## src/rtl/core/mlft_pkg.sv

```systemverilog
// Shared types, constants and codes of the MAC learning forwarding table.
`timescale 1ns / 1ps

package mlft_pkg;

   localparam int TABLE_ENTRIES = 16;
   localparam int IDX_W = (TABLE_ENTRIES > 1) ? $clog2(TABLE_ENTRIES) : 1;
   localparam logic [IDX_W-1:0] LAST_IDX = IDX_W'(TABLE_ENTRIES - 1);

   localparam int OP_W = 2;
   localparam int MAC_W = 48;
   localparam int IP_W = 32;
   localparam int PORT_W = 16;
   localparam int KIND_W = 2;
   localparam int TIME_W = 64;
   localparam int EXPIRY_W = 16;
   localparam int GROUP_BIT = 40;

   localparam int CSR_ADDR_W = 3;
   localparam int CSR_DATA_W = 32;
   localparam logic [CSR_ADDR_W-1:0] CSR_EXPIRY_ADDR = CSR_ADDR_W'(0);
   localparam logic [EXPIRY_W-1:0] EXPIRY_RESET = EXPIRY_W'(5000);

   typedef enum logic [OP_W-1:0] {
      OP_LEARN  = 2'd0,
      OP_LOOKUP = 2'd1,
      OP_TICK   = 2'd2
   } op_type;

   typedef enum logic [KIND_W-1:0] {
      KIND_DONE   = 2'd0,
      KIND_SEND   = 2'd1,
      KIND_FLOOD  = 2'd2,
      KIND_REJECT = 2'd3
   } kind_type;

   typedef struct packed {
      logic [MAC_W-1:0]  mac;
      logic [IP_W-1:0]   ip;
      logic [PORT_W-1:0] udp_port;
      logic              armed;
      logic [TIME_W-1:0] deadline;
   } entry_type;

   localparam int ENTRY_W = $bits(entry_type);

endpackage

```

## src/rtl/core/mlft_if.sv

```systemverilog
// Request and response channel interfaces of the forwarding table.
`timescale 1ns / 1ps

interface mlft_req_if;
   logic                         valid;
   logic                         ready;
   logic [mlft_pkg::OP_W-1:0]    operation;
   logic [mlft_pkg::MAC_W-1:0]   mac;
   logic [mlft_pkg::IP_W-1:0]    peer_addr;
   logic [mlft_pkg::PORT_W-1:0]  peer_port;

   modport source (output valid, output operation, output mac, output peer_addr,
                   output peer_port, input ready);
   modport sink (input valid, input operation, input mac, input peer_addr,
                 input peer_port, output ready);
endinterface

interface mlft_rsp_if;
   logic                         valid;
   logic                         ready;
   logic [mlft_pkg::KIND_W-1:0]  result_kind;
   logic [mlft_pkg::IP_W-1:0]    dest_addr;
   logic [mlft_pkg::PORT_W-1:0]  dest_port;

   modport source (output valid, output result_kind, output dest_addr,
                   output dest_port, input ready);
   modport sink (input valid, input result_kind, input dest_addr,
                 input dest_port, output ready);
endinterface

```

## src/rtl/core/mac_learning_forward_table.sv

```systemverilog
// Top level of the MAC learning forwarding table: sequencer, scan compare and CSR.
//
//   Channel  Direction  Handshake           Carries
//   req      in         valid/ready         operation, mac, peer_addr, peer_port
//   rsp      out        valid/ready         result_kind, dest_addr, dest_port
//   csr      in/out     APB psel/penable    expiry_ms at byte address 0
//
// A learn or lookup of a unicast MAC scans the table one entry per cycle through
// the RAM read port and a single 64-bit compare unit.
// Ticks, group MACs and unused operations skip the scan and go to the final step.
// Reset clears the valid bits; there is no clearing pass.
// The next transaction is accepted while a result waits in the output register;
// the sequencer stalls only in its final step until that register is free.
`timescale 1ns / 1ps

module mac_learning_forward_table (
   input  logic                              clock,
   input  logic                              reset,
   mlft_req_if.sink                          req,
   mlft_rsp_if.source                        rsp,
   input  logic                              csr_psel,
   input  logic                              csr_penable,
   input  logic                              csr_pwrite,
   input  logic [mlft_pkg::CSR_ADDR_W-1:0]   csr_paddr,
   input  logic [mlft_pkg::CSR_DATA_W-1:0]   csr_pwdata,
   output logic [mlft_pkg::CSR_DATA_W-1:0]   csr_prdata,
   output logic                              csr_pready
);

   import mlft_pkg::*;

   typedef enum logic [1:0] {
      ST_IDLE,
      ST_SCAN,
      ST_FINISH
   } state_type;

   state_type             state_ff, state_in;
   op_type                op_ff, op_in;
   logic [MAC_W-1:0]      mac_ff, mac_in;
   logic [IP_W-1:0]       peer_addr_ff, peer_addr_in;
   logic [PORT_W-1:0]     peer_port_ff, peer_port_in;

   logic [IDX_W-1:0]      scan_idx_ff, scan_idx_in;
   logic                  issue_done_ff, issue_done_in;
   logic                  rd_vld_ff, rd_vld_in;
   logic [IDX_W-1:0]      rd_idx_ff, rd_idx_in;

   logic                  hit_ff, hit_in;
   logic [IDX_W-1:0]      hit_idx_ff, hit_idx_in;
   entry_type             hit_entry_ff, hit_entry_in;
   logic                  hit_exp_ff, hit_exp_in;
   logic                  free_ff, free_in;
   logic [IDX_W-1:0]      free_idx_ff, free_idx_in;
   logic                  exp_found_ff, exp_found_in;
   logic [IDX_W-1:0]      exp_idx_ff, exp_idx_in;

   logic [TIME_W-1:0]     now_ff, now_in;
   logic [EXPIRY_W-1:0]   expiry_ff, expiry_in;
   logic [TABLE_ENTRIES-1:0] entry_valid_ff, entry_valid_in;

   logic                  rsp_valid_ff, rsp_valid_in;
   kind_type              rsp_kind_ff, rsp_kind_in;
   logic [IP_W-1:0]       rsp_addr_ff, rsp_addr_in;
   logic [PORT_W-1:0]     rsp_port_ff, rsp_port_in;

   logic                  ram_we;
   logic [IDX_W-1:0]      ram_waddr;
   entry_type             ram_wentry;
   logic                  ram_re;
   logic [ENTRY_W-1:0]    ram_rdata;

   entry_type             rd_entry;
   logic [TIME_W-1:0]     slot_deadline;
   logic                  slot_expired;
   logic                  slot_valid;
   logic [TIME_W:0]       deadline_sum;
   logic [TIME_W-1:0]     new_deadline;
   logic                  req_fire;
   logic                  out_free;
   logic                  csr_write;
   logic                  is_group;

   mlft_ram #(
      .WIDTH (ENTRY_W),
      .DEPTH (TABLE_ENTRIES)
   ) u_entry_ram (
      .clock   (clock),
      .wr_en   (ram_we),
      .wr_addr (ram_waddr),
      .wr_data (ram_wentry),
      .rd_en   (ram_re),
      .rd_addr (scan_idx_ff),
      .rd_data (ram_rdata)
   );

   assign req.ready   = (state_ff == ST_IDLE);
   assign req_fire    = req.valid && req.ready;
   assign rsp.valid   = rsp_valid_ff;
   assign rsp.result_kind = rsp_kind_ff;
   assign rsp.dest_addr   = rsp_addr_ff;
   assign rsp.dest_port   = rsp_port_ff;

   assign csr_pready = 1'b1;
   assign csr_write  = csr_psel && csr_penable && csr_pwrite && (csr_paddr == CSR_EXPIRY_ADDR);
   assign csr_prdata = (csr_paddr == CSR_EXPIRY_ADDR) ?
                       CSR_DATA_W'(expiry_ff) : '0;

   // The shared compare unit: an unarmed entry counts as a deadline of all ones.
   assign rd_entry      = entry_type'(ram_rdata);
   assign slot_deadline = rd_entry.armed ? rd_entry.deadline : '1;
   assign slot_expired  = (now_ff >= slot_deadline);
   assign slot_valid    = entry_valid_ff[rd_idx_ff];

   assign deadline_sum = {1'b0, now_ff} + (TIME_W + 1)'(expiry_ff);
   assign new_deadline = deadline_sum[TIME_W] ? '1 : deadline_sum[TIME_W-1:0];

   assign ram_re   = (state_ff == ST_SCAN) && !issue_done_ff;
   assign out_free = !rsp_valid_ff || rsp.ready;
   assign is_group = mac_ff[GROUP_BIT];

   always_comb begin
      state_in       = state_ff;
      op_in          = op_ff;
      mac_in         = mac_ff;
      peer_addr_in   = peer_addr_ff;
      peer_port_in   = peer_port_ff;
      scan_idx_in    = scan_idx_ff;
      issue_done_in  = issue_done_ff;
      rd_vld_in      = 1'b0;
      rd_idx_in      = scan_idx_ff;
      hit_in         = hit_ff;
      hit_idx_in     = hit_idx_ff;
      hit_entry_in   = hit_entry_ff;
      hit_exp_in     = hit_exp_ff;
      free_in        = free_ff;
      free_idx_in    = free_idx_ff;
      exp_found_in   = exp_found_ff;
      exp_idx_in     = exp_idx_ff;
      now_in         = now_ff;
      expiry_in      = csr_write ? csr_pwdata[EXPIRY_W-1:0] : expiry_ff;
      entry_valid_in = entry_valid_ff;
      rsp_valid_in   = rsp_valid_ff && !rsp.ready;
      rsp_kind_in    = rsp_kind_ff;
      rsp_addr_in    = rsp_addr_ff;
      rsp_port_in    = rsp_port_ff;
      ram_we         = 1'b0;
      ram_waddr      = hit_idx_ff;
      ram_wentry     = hit_entry_ff;

      unique case (state_ff)
         ST_IDLE: begin
            if (req_fire) begin
               op_in         = op_type'(req.operation);
               mac_in        = req.mac;
               peer_addr_in  = req.peer_addr;
               peer_port_in  = req.peer_port;
               scan_idx_in   = '0;
               issue_done_in = 1'b0;
               hit_in        = 1'b0;
               hit_exp_in    = 1'b0;
               free_in       = 1'b0;
               exp_found_in  = 1'b0;
               if ((op_type'(req.operation) == OP_LEARN ||
                    op_type'(req.operation) == OP_LOOKUP) && !req.mac[GROUP_BIT]) begin
                  state_in = ST_SCAN;
               end else begin
                  state_in = ST_FINISH;
               end
            end
         end

         ST_SCAN: begin
            if (!issue_done_ff) begin
               rd_vld_in = 1'b1;
               if (scan_idx_ff == LAST_IDX) begin
                  issue_done_in = 1'b1;
               end else begin
                  scan_idx_in = scan_idx_ff + IDX_W'(1);
               end
            end
            if (rd_vld_ff) begin
               // The lowest index wins for each kind of candidate slot.
               if (slot_valid && rd_entry.mac == mac_ff && !hit_ff) begin
                  hit_in       = 1'b1;
                  hit_idx_in   = rd_idx_ff;
                  hit_entry_in = rd_entry;
                  hit_exp_in   = slot_expired;
               end
               if (!slot_valid && !free_ff) begin
                  free_in     = 1'b1;
                  free_idx_in = rd_idx_ff;
               end
               if (slot_valid && slot_expired && !exp_found_ff) begin
                  exp_found_in = 1'b1;
                  exp_idx_in   = rd_idx_ff;
               end
               if (rd_idx_ff == LAST_IDX) begin
                  state_in = ST_FINISH;
               end
            end
         end

         ST_FINISH: begin
            if (out_free) begin
               state_in     = ST_IDLE;
               rsp_valid_in = 1'b1;
               rsp_kind_in  = KIND_DONE;
               rsp_addr_in  = '0;
               rsp_port_in  = '0;
               case (op_ff)
                  OP_LEARN: begin
                     if (!is_group) begin
                        if (hit_ff || free_ff || exp_found_ff) begin
                           ram_we    = 1'b1;
                           ram_waddr = hit_ff ? hit_idx_ff :
                                       (free_ff ? free_idx_ff : exp_idx_ff);
                           ram_wentry.mac      = mac_ff;
                           ram_wentry.ip       = peer_addr_ff;
                           ram_wentry.udp_port = peer_port_ff;
                           ram_wentry.armed    = 1'b0;
                           ram_wentry.deadline = '0;
                           entry_valid_in[ram_waddr] = 1'b1;
                        end else begin
                           rsp_kind_in = KIND_REJECT;
                        end
                     end
                  end
                  OP_LOOKUP: begin
                     if (hit_ff && !hit_exp_ff) begin
                        rsp_kind_in = KIND_SEND;
                        rsp_addr_in = hit_entry_ff.ip;
                        rsp_port_in = hit_entry_ff.udp_port;
                        if (!hit_entry_ff.armed) begin
                           ram_we              = 1'b1;
                           ram_wentry.armed    = 1'b1;
                           ram_wentry.deadline = new_deadline;
                        end
                     end else begin
                        rsp_kind_in = KIND_FLOOD;
                     end
                  end
                  OP_TICK: begin
                     if (now_ff != '1) begin
                        now_in = now_ff + TIME_W'(1);
                     end
                  end
                  default: begin
                     rsp_kind_in = KIND_DONE;
                  end
               endcase
            end
         end

         default: begin
            state_in = ST_IDLE;
         end
      endcase
   end

   always_ff @(posedge clock) begin
      if (reset) begin
         state_ff       <= ST_IDLE;
         issue_done_ff  <= 1'b0;
         rd_vld_ff      <= 1'b0;
         hit_ff         <= 1'b0;
         hit_exp_ff     <= 1'b0;
         free_ff        <= 1'b0;
         exp_found_ff   <= 1'b0;
         now_ff         <= '0;
         expiry_ff      <= EXPIRY_RESET;
         entry_valid_ff <= '0;
         rsp_valid_ff   <= 1'b0;
      end else begin
         state_ff       <= state_in;
         issue_done_ff  <= issue_done_in;
         rd_vld_ff      <= rd_vld_in;
         hit_ff         <= hit_in;
         hit_exp_ff     <= hit_exp_in;
         free_ff        <= free_in;
         exp_found_ff   <= exp_found_in;
         now_ff         <= now_in;
         expiry_ff      <= expiry_in;
         entry_valid_ff <= entry_valid_in;
         rsp_valid_ff   <= rsp_valid_in;
      end
      op_ff        <= op_in;
      mac_ff       <= mac_in;
      peer_addr_ff <= peer_addr_in;
      peer_port_ff <= peer_port_in;
      scan_idx_ff  <= scan_idx_in;
      rd_idx_ff    <= rd_idx_in;
      hit_idx_ff   <= hit_idx_in;
      hit_entry_ff <= hit_entry_in;
      free_idx_ff  <= free_idx_in;
      exp_idx_ff   <= exp_idx_in;
      rsp_kind_ff  <= rsp_kind_in;
      rsp_addr_ff  <= rsp_addr_in;
      rsp_port_ff  <= rsp_port_in;
   end

`ifndef SYNTHESIS
   a_reset_clears_valid: assert property (@(posedge clock)
      reset |=> entry_valid_ff == '0)
      else $error("valid bits not cleared by reset");

   a_accept_leaves_idle: assert property (@(posedge clock) disable iff (reset)
      req_fire |=> state_ff != ST_IDLE)
      else $error("sequencer stayed idle after accepting a transaction");

   a_send_only_has_payload: assert property (@(posedge clock) disable iff (reset)
      rsp_valid_ff && rsp_kind_ff != KIND_SEND |-> rsp_addr_ff == '0 && rsp_port_ff == '0)
      else $error("destination fields set on a result that is not a send");

   a_time_monotonic: assert property (@(posedge clock) disable iff (reset)
      !reset |=> now_ff >= $past(now_ff))
      else $error("millisecond counter went backwards");

   a_write_only_when_finishing: assert property (@(posedge clock) disable iff (reset)
      ram_we |-> state_ff == ST_FINISH && out_free)
      else $error("table written outside the final step");
`endif

endmodule

```

## src/rtl/core/mlft_ram.sv

```systemverilog
// Generic single-write, single-read RAM with registered read data.
`timescale 1ns / 1ps

module mlft_ram #(
   parameter int WIDTH = 8,
   parameter int DEPTH = 16
) (
   input  logic                                      clock,
   input  logic                                      wr_en,
   input  logic [((DEPTH > 1) ? $clog2(DEPTH) : 1)-1:0] wr_addr,
   input  logic [WIDTH-1:0]                          wr_data,
   input  logic                                      rd_en,
   input  logic [((DEPTH > 1) ? $clog2(DEPTH) : 1)-1:0] rd_addr,
   output logic [WIDTH-1:0]                          rd_data
);

   logic [WIDTH-1:0] mem_ff [DEPTH];
   logic [WIDTH-1:0] rd_data_ff;

   always_ff @(posedge clock) begin
      if (wr_en) begin
         mem_ff[wr_addr] <= wr_data;
      end
      if (rd_en) begin
         rd_data_ff <= mem_ff[rd_addr];
      end
   end

   assign rd_data = rd_data_ff;

endmodule

```

## src/flat_wrapper.sv

```systemverilog
// flat-port wrapper written by rule: the top's interface ports become plain ports
module mac_learning_forward_table_flat import mlft_pkg::*;
  (clock, reset, csr_psel, csr_penable, csr_pwrite, csr_paddr, csr_pwdata, csr_prdata, csr_pready, req_valid, req_operation, req_mac, req_peer_addr, req_peer_port, req_ready, rsp_valid, rsp_result_kind, rsp_dest_addr, rsp_dest_port, rsp_ready);
  mlft_req_if req_i ();
  mlft_rsp_if rsp_i ();
  input  logic clock;
  input  logic reset;
  input  logic csr_psel;
  input  logic csr_penable;
  input  logic csr_pwrite;
  input  logic [mlft_pkg::CSR_ADDR_W-1:0] csr_paddr;
  input  logic [mlft_pkg::CSR_DATA_W-1:0] csr_pwdata;
  output logic [mlft_pkg::CSR_DATA_W-1:0] csr_prdata;
  output logic csr_pready;
  input wire logic [$bits(req_i.valid)-1:0] req_valid;
  input wire logic [$bits(req_i.operation)-1:0] req_operation;
  input wire logic [$bits(req_i.mac)-1:0] req_mac;
  input wire logic [$bits(req_i.peer_addr)-1:0] req_peer_addr;
  input wire logic [$bits(req_i.peer_port)-1:0] req_peer_port;
  output wire logic [$bits(req_i.ready)-1:0] req_ready;
  output wire logic [$bits(rsp_i.valid)-1:0] rsp_valid;
  output wire logic [$bits(rsp_i.result_kind)-1:0] rsp_result_kind;
  output wire logic [$bits(rsp_i.dest_addr)-1:0] rsp_dest_addr;
  output wire logic [$bits(rsp_i.dest_port)-1:0] rsp_dest_port;
  input wire logic [$bits(rsp_i.ready)-1:0] rsp_ready;
  assign req_i.valid = req_valid;
  assign req_i.operation = req_operation;
  assign req_i.mac = req_mac;
  assign req_i.peer_addr = req_peer_addr;
  assign req_i.peer_port = req_peer_port;
  assign req_ready = req_i.ready;
  assign rsp_valid = rsp_i.valid;
  assign rsp_result_kind = rsp_i.result_kind;
  assign rsp_dest_addr = rsp_i.dest_addr;
  assign rsp_dest_port = rsp_i.dest_port;
  assign rsp_i.ready = rsp_ready;
  mac_learning_forward_table u_core (.clock(clock), .reset(reset), .req(req_i), .rsp(rsp_i), .csr_psel(csr_psel), .csr_penable(csr_penable), .csr_pwrite(csr_pwrite), .csr_paddr(csr_paddr), .csr_pwdata(csr_pwdata), .csr_prdata(csr_prdata), .csr_pready(csr_pready));
endmodule
```

## config.mk

```make
export PLATFORM = sky130hd
export DESIGN_NAME = mac_learning_forward_table_flat
export DESIGN_NICKNAME = d
export VERILOG_FILES = /design/src/rtl/core/mlft_pkg.sv /design/src/rtl/core/mlft_if.sv /design/src/rtl/core/mac_learning_forward_table.sv /design/src/rtl/core/mlft_ram.sv /design/src/flat_wrapper.sv
export SDC_FILE = /design/constraint.sdc
export NUM_CORES = 2
export LEC_CHECK = 0
export BUFFER_PORTS_ARGS = -buffer_cell sky130_fd_sc_hd__buf_4
export CAP_MARGIN = 30
export CORE_ASPECT_RATIO = 0.6
export CORE_UTILIZATION = 35
export DETAILED_ROUTE_END_ITERATION = 6
export PLACE_DENSITY_LB_ADDON = 0.3
export SLEW_MARGIN = 20
export SYNTH_ARGS = -nofsm -noshare
export SYNTH_HDL_FRONTEND = slang
export SYNTH_HIERARCHICAL = 1
export SYNTH_SLANG_ARGS = --single-unit
```

## constraint.sdc

```tcl
create_clock -name clock -period 15.2 [get_ports clock]
set_clock_uncertainty 0.15 [all_clocks]
set_input_delay 1.52 -clock clock [delete_from_list [all_inputs] [get_ports clock]]
set_output_delay 1.52 -clock clock [all_outputs]
set_load 0.005 [all_outputs]
```

; Word-level counts from Yosys, hierarchy flattened
; Memory sizes are Yosys's and may differ from the RTL's. A register that Yosys moved wholly into a read port is not among the register bits.
; Index checks and enable logic that the tools add are counted.
[word_totals]
reg_bits = 434
mem_bits_rw = 2576
in_bits = 140
output_inout_bits = 85
word_cells = 168
n_memories = 1
[memory_table]
columns = memory, depth, width, rd, rd_clocked_by_memory_dff, wr, line_no
row1 = u_core.u_entry_ram.mem_ff, 16, 161, 1, 1, 1, mlft_ram.sv:17  ; logic [WIDTH-1:0] mem_ff [DEPTH];
[op_classes]
n_addsub = 3
magnitude_cmp = 4
eq_ne = 18
mux = 64
bitwise = 3
n_reduce_logical = 47
[ops]
columns = op, n
row1 = 2-to-1 mux 161 bit, 4
row2 = 2-to-1 mux 64 bit, 3
row3 = one-hot mux 65 bit (2 select lines), 1
row4 = 2-to-1 mux 96 bit, 1
row5 = adder 64 x 16 -> 65 bit, 1
row6 = 2-to-1 mux 65 bit, 1
row7 = adder 64 x 1 -> 64 bit (second input constant), 1
row8 = >= comparator 64 bit, 1
row9 = != test 64 bit (second input constant), 1
row10 = == test 48 bit, 1
row11 = 2-to-1 mux 4 bit, 10
row12 = 2-to-1 mux 1 bit, 24
row13 = AND reduction 4 bit, 6
row14 = 2-to-1 mux 16 bit, 1
row15 = 2-to-1 mux 2 bit, 8
row16 = OR 16 bit, 1
row17 = logical AND 1 bit, 14
row18 = != test 2 bit (second input constant), 7
row19 = one-hot mux 1 bit (2 select lines), 6
row20 = < comparator 4 x 5 -> 1 bit (second input constant), 2
row21 = logical NOT 1 bit, 9
row22 = AND reduction 3 bit, 3
row23 = == test 4 bit (second input constant), 2
row24 = one-hot mux 4 bit (2 select lines), 1
row25 = 17 further kinds, 30

; Depth between registers and ports, before layout
[depth]
word_depth = 9
depth_mapped = 12
depth_no_buf = 10

; Cells and area by module
; Netlist, hierarchy kept.
[modules_own_cells]
columns = mod, n_inst, cells_per_inst, area_each_um2, seq_area_each_um2
row1 = mlft_ram, 1, 4208, 101517.4, 82188.8
row2 = mac_learning_forward_table, 1, 2156, 21974.8, 11941.5

; Least setup slack after synthesis
; Ideal clock, no wire load.
[synth_timing]
kind = input-to-reg
from = input port rsp_ready
to = memory u_core/u_entry_ram/mem_ff[0][0] (netlist bit) (enable)
setup_time_ps = 879
arrival_ps = 14433
required_time_ps = 14171
setup_slack_ps = -262
cell_stages = 9
path_buffers = 1
path_cell_list = nand2b_1 > nand2b_4 > clkinv_2 > nand2_1 > o21ai_1 > clkbuf_1 > inv_1 > or3b_2 > nor3_1
[synth_between]
elab_chain_cells = 5
word_cells_on_any_way = 7
cone_classes = mux: 6 / reduce/logical: 1
[synth_lines]
columns = item, line_no
row1 = start: declaration, flat_wrapper.sv:25  ; input wire logic [$bits(rsp_i.ready)-1:0] rsp_ready;
row2 = logical OR 1 bit, mac_learning_forward_table.sv:119  ; assign out_free = !rsp_valid_ff || rsp.ready;
row3 = 2-to-1 mux 1 bit, mac_learning_forward_table.sv:205  ; if (out_free) begin
row4 = 2-to-1 mux 1 bit, mac_learning_forward_table.sv:151  ; unique case (state_ff)
row5 = via u_core.ram_we, mac_learning_forward_table.sv:67  ; logic ram_we;
row6 = 2-to-1 mux 1 bit, mlft_ram.sv:21  ; if (wr_en) begin
row7 = 2-to-1 mux 1 bit (not written as such), mlft_ram.sv:22  ; mem_ff[wr_addr] <= wr_data;
row8 = end: declaration, mlft_ram.sv:17
; The timed path passes the listed nets, and every way through them passes these cells.

; Worst setup path after layout
[layout_timing]
from = input port rsp_ready
to = memory u_core/u_entry_ram/mem_ff[1][100] (netlist bit) (enable)
[layout_between]
word_cells_on_any_way = 7
cone_classes = mux: 6 / reduce/logical: 1
[layout_lines]
columns = item, line_no
row1 = logical OR 1 bit, mac_learning_forward_table.sv:119
row2 = 2-to-1 mux 4 bit, mac_learning_forward_table.sv:205
row3 = 2-to-1 mux 4 bit, mac_learning_forward_table.sv:151
row4 = via u_core.ram_waddr[0], mac_learning_forward_table.sv:68  ; logic [IDX_W-1:0] ram_waddr;
; The timed path passes the listed nets, and every way through them passes these cells.

==> run summary <==
CP endpoint kind - register
CP bufs+invs - 5
CTS HTree Levels - 5
R2r endpoint - u_core/u_entry_ram/mem_ff[1][100]
Clock share of power - 41.6%
Area contributors post-synth - edfxtp_1 (74%), mux4_2 (11%), dfxtp_1 (1.8%), a22oi_1 (1.7%), nand2_1 (1.6%)
Number of synthesized flops with an enable pin - 3062
CP required - 15540 ps
Synth unique cells - 80
Filler instances - 31180
Yosys top cell area share - 74.46%
HP Class - register to register
Most frequently used flop master after synthesis - edfxtp_1
DR vias - 64420
Commonest non-fill, non-tap cell in the layout - edfxtp_1
Most used cell, CP - buf_4
Largest net degree at the start of global routing - 128
Max-Cap Viols - 0
Net Sw Power - 3.899 mW
Vias in the first global route - 63530
FF-to-FF path depth - 11
Outcome - finished clean
Int Power - 14.29 mW
Latest clock arrival within the worst-skew pair - 910 ps
Fraction of layout cells with a size suffix above 1 - 22.50%
Peak VDD IR - 94.90 µV
Final Hold Vio Count - 0
Hold Startpoint - u_core/u_entry_ram/rd_data[82]
Asr flop ratio synth - 0%
1st-iter DRT viols - 7736
Synthesized flop and latch total - 3171
Final WL - 335300 µm
Die height - 462.1 µm
Post-route ant nets - 0
Post-route DRC violation count - 0
WP data arrival - 6450 ps
FF-to-FF setup slack - 9150 ps
Top delay family on crit path - buffers and inverters
Achievable Freq - 163.6 MHz
Buffers on Ports - 191
Core box area - 0.3502 mm²
Crit Path Category - primary input to register
Max stage delay cell, worst path - buf_4
Rows - 168
Tot GR Track Use - 18.51%
PwrDens - 129.0 mW/mm²
Pleak - 44.99 nW
Hold buffers post-CTS - 0
Mapped Area - 0.1235 mm²
Total die area - 0.3553 mm²
First-pass GRT wire length - 476200 µm
Chip Width - 768.9 µm
CTS clock-pin slew for the worst setup and hold paths - 60 ps
Crit-path cells - buf_4, nand2b_1, nand2b_4, nor2_1, o21a_1, buf_4, nand2_4, o21ai_1, nand2b_1, nor2_4, buf_4, buf_4, buf_4
Sequential area share after synthesis - 76.22%
Drt wl/cell - 28.81 µm
Post-CTS Setup Inserts - 0
Hold_ws - 243.7 ps
Sequential power share - 52.9%
Startpoint class of the critical path - primary input
Most frequent cells in the layout - edfxtp_1 (3062), mux4_2 (608), nand2_1 (533)
Crit path from - rsp_ready
Crit-path max cell delay - 850 ps
CTS tree - built
Relative slew slack - 27.42%
Clock Tree Buf Depth - 4
Synthesized instance count - 6364
Period utilisation layout - 40.21%
Syn Area/Cell - 19.40 µm²
Final min period - 6112 ps
Synth-to-Final Area Change - 14.17%
Crit Path Max Fanout - 40
# IOs - 225
Final Net Count - 6956
Vias/cell - 5.535
Total gr overflow - 0
Post-synth top area cell - edfxtp_1
Reg-to-Reg Start - u_core/hit_ff
Setup_tns - 0 ps
Sw Share - 21.44%
Pre-antenna DRT Iters - 6
Detailed placement HPWL - 183100 µm
GPL Wtd Cong - 0.9094
Slew Viols, Final - 0
Part of the power in combinational logic - 5.5%
Finish-stage setup viols - 0
Clock root cell - clkbuf_16
Initial antenna violation count - 12
Initial Util - 35.26%
Warnings, synthesis - 6
Unrepaired setup endpoints after global routing - false
Worst Hold End - u_core/hit_entry_ff[82]
TritonCTS Buffers - 311
Worst slew pin tran - 1089 ps
Total clock sinks - 3171
Hold-critical path depth - 0
Post-CTS Resized - 0
## layer usage
metal  wire length, µm  track usage, %  vias to the layer above
met5                11               0                        -
met4              6420           3.786                        2
met3             27950           3.012                      389
met2            146400           27.38                     2806
met1            154500           28.82                    34630
li1                  -               -                    26600
## synth_stat cells, types with 15 or more instances
| cell type | number |
|---|---|
| nand3_1 | 55 |
| and2_1 | 27 |
| a21oi_1 | 143 |
| nand2_1 | 534 |
| dfxtp_1 | 109 |
| nand2b_1 | 32 |
| xnor2_1 | 57 |
| nand4_1 | 41 |
| o22a_1 | 15 |
| o221ai_1 | 30 |
| buf_2 | 120 |
| edfxtp_1 | 3062 |
| a221oi_1 | 19 |
| buf_4 | 32 |
| nor2_1 | 145 |
| nor2b_1 | 103 |
| inv_1 | 26 |
| ha_1 | 82 |
| mux2i_1 | 35 |
| clkbuf_1 | 161 |
| or3_1 | 29 |
| a22oi_1 | 278 |
| xor2_1 | 72 |
| mux2_2 | 76 |
| nor3_1 | 52 |
| and3_1 | 75 |
| buf_6 | 18 |
| a21o_1 | 23 |
| o21ai_0 | 124 |
| a211oi_1 | 17 |
| mux4_2 | 608 |
## sequential cells by signal, indices dropped and copies added, names as in the netlist, 4 cells and up
register / cells
u_core/free_idx_ff: 4
u_core/rd_idx_in: 4
u_core/mac_ff: 48
u_core/now_ff: 64
u_core/hit_idx_ff: 4
u_core/peer_port_ff: 16
u_core/exp_idx_ff: 4
u_core/rsp.dest_addr: 32
u_core/entry_valid_ff: 16
u_core/rsp.dest_port: 16
u_core/expiry_ff: 16
u_core/u_entry_ram/mem_ff: 2576
u_core/rd_idx_ff: 4
u_core/u_entry_ram/rd_data: 161
u_core/peer_addr_ff: 32
u_core/hit_entry_ff: 161
## power groups by stage
| stage | combinational (mW) | clock (mW) | sequential [mW] |
|---|---|---|---|
| 3_5_place_dp | 1.00 | 0 | 9.82 |
| 3_3_place_gp | 0.989 | 0 | 9.82 |
| 4_1_cts | 1.01 | 7.72 | 9.63 |
| 5_1_grt | 1.07 | 8.05 | 9.63 |
| 2_1_floorplan | 0.672 | 0 | 9.80 |
| 6_report | 0.998 | 7.56 | 9.63 |
## stage by stage
step	setup slack [ps]	std cells	utilization (%)	cell area [µm²]	power [mW]
floorplan	72.83	6379	-	123600	10.47
global route	8927	11640	40.26	141000	18.75
finish	9088	11640	40.26	141000	18.19
CTS	8765	11620	40.22	140800	18.36
global placement	7695	11070	37.35	130800	10.80
detailed placement	7858	11080	37.44	131100	10.82
## final cells by class
| cell class | instances | area [µm²] | area share, % |
|---|---|---|---|
| Timing Repair Buffer | 386 | 3279 | 2.326 |
| Clock inverter | 147 | 1398 | 0.9912 |
| Tap cell | 4675 | 5849 | 4.149 |
| Clock buffer | 393 | 8332 | 5.909 |
| Sequential cell | 3171 | 94130 | 66.76 |
| Inverter | 27 | 116.4 | 0.08253 |
| Antenna cell | 4 | 10.01 | 0.007099 |
| Multi-Input combinational cell | 2836 | 27880 | 19.77 |
## kinds of logic (layout without fill, tap and decap cells)
kind of cell             after synthesis  count (layout)  share of synthesized area (%)
AO/OA/AOI/OAI                        730             730                          3.983
XOR/XNOR                             129             129                         0.9149
adder cells (fa/ha/maj)               83              83                         0.8470
buffers and inverters                372             953                          1.460
flip-flops                          3171            3171                          76.22
multiplexers                         719             719                          12.06
other                                  2              21                       0.006081
AND/OR/NAND/NOR                     1158            1158                          4.501
## worst max path at each step
stage          slack (ps)  cells after the start                                 to
2_1_floorplan          70                      9   u_core/u_entry_ram/mem_ff[12][0]
3_3_place_gp         7700                     13  u_core/u_entry_ram/mem_ff[3][109]
3_5_place_dp         7860                     13  u_core/u_entry_ram/mem_ff[1][154]
4_1_cts              8760                     13  u_core/u_entry_ram/mem_ff[1][100]
5_1_grt              8930                     13  u_core/u_entry_ram/mem_ff[1][110]
6_report             9090                     13  u_core/u_entry_ram/mem_ff[1][100]
No activity file was read; power rests on OpenSTA's default activity.
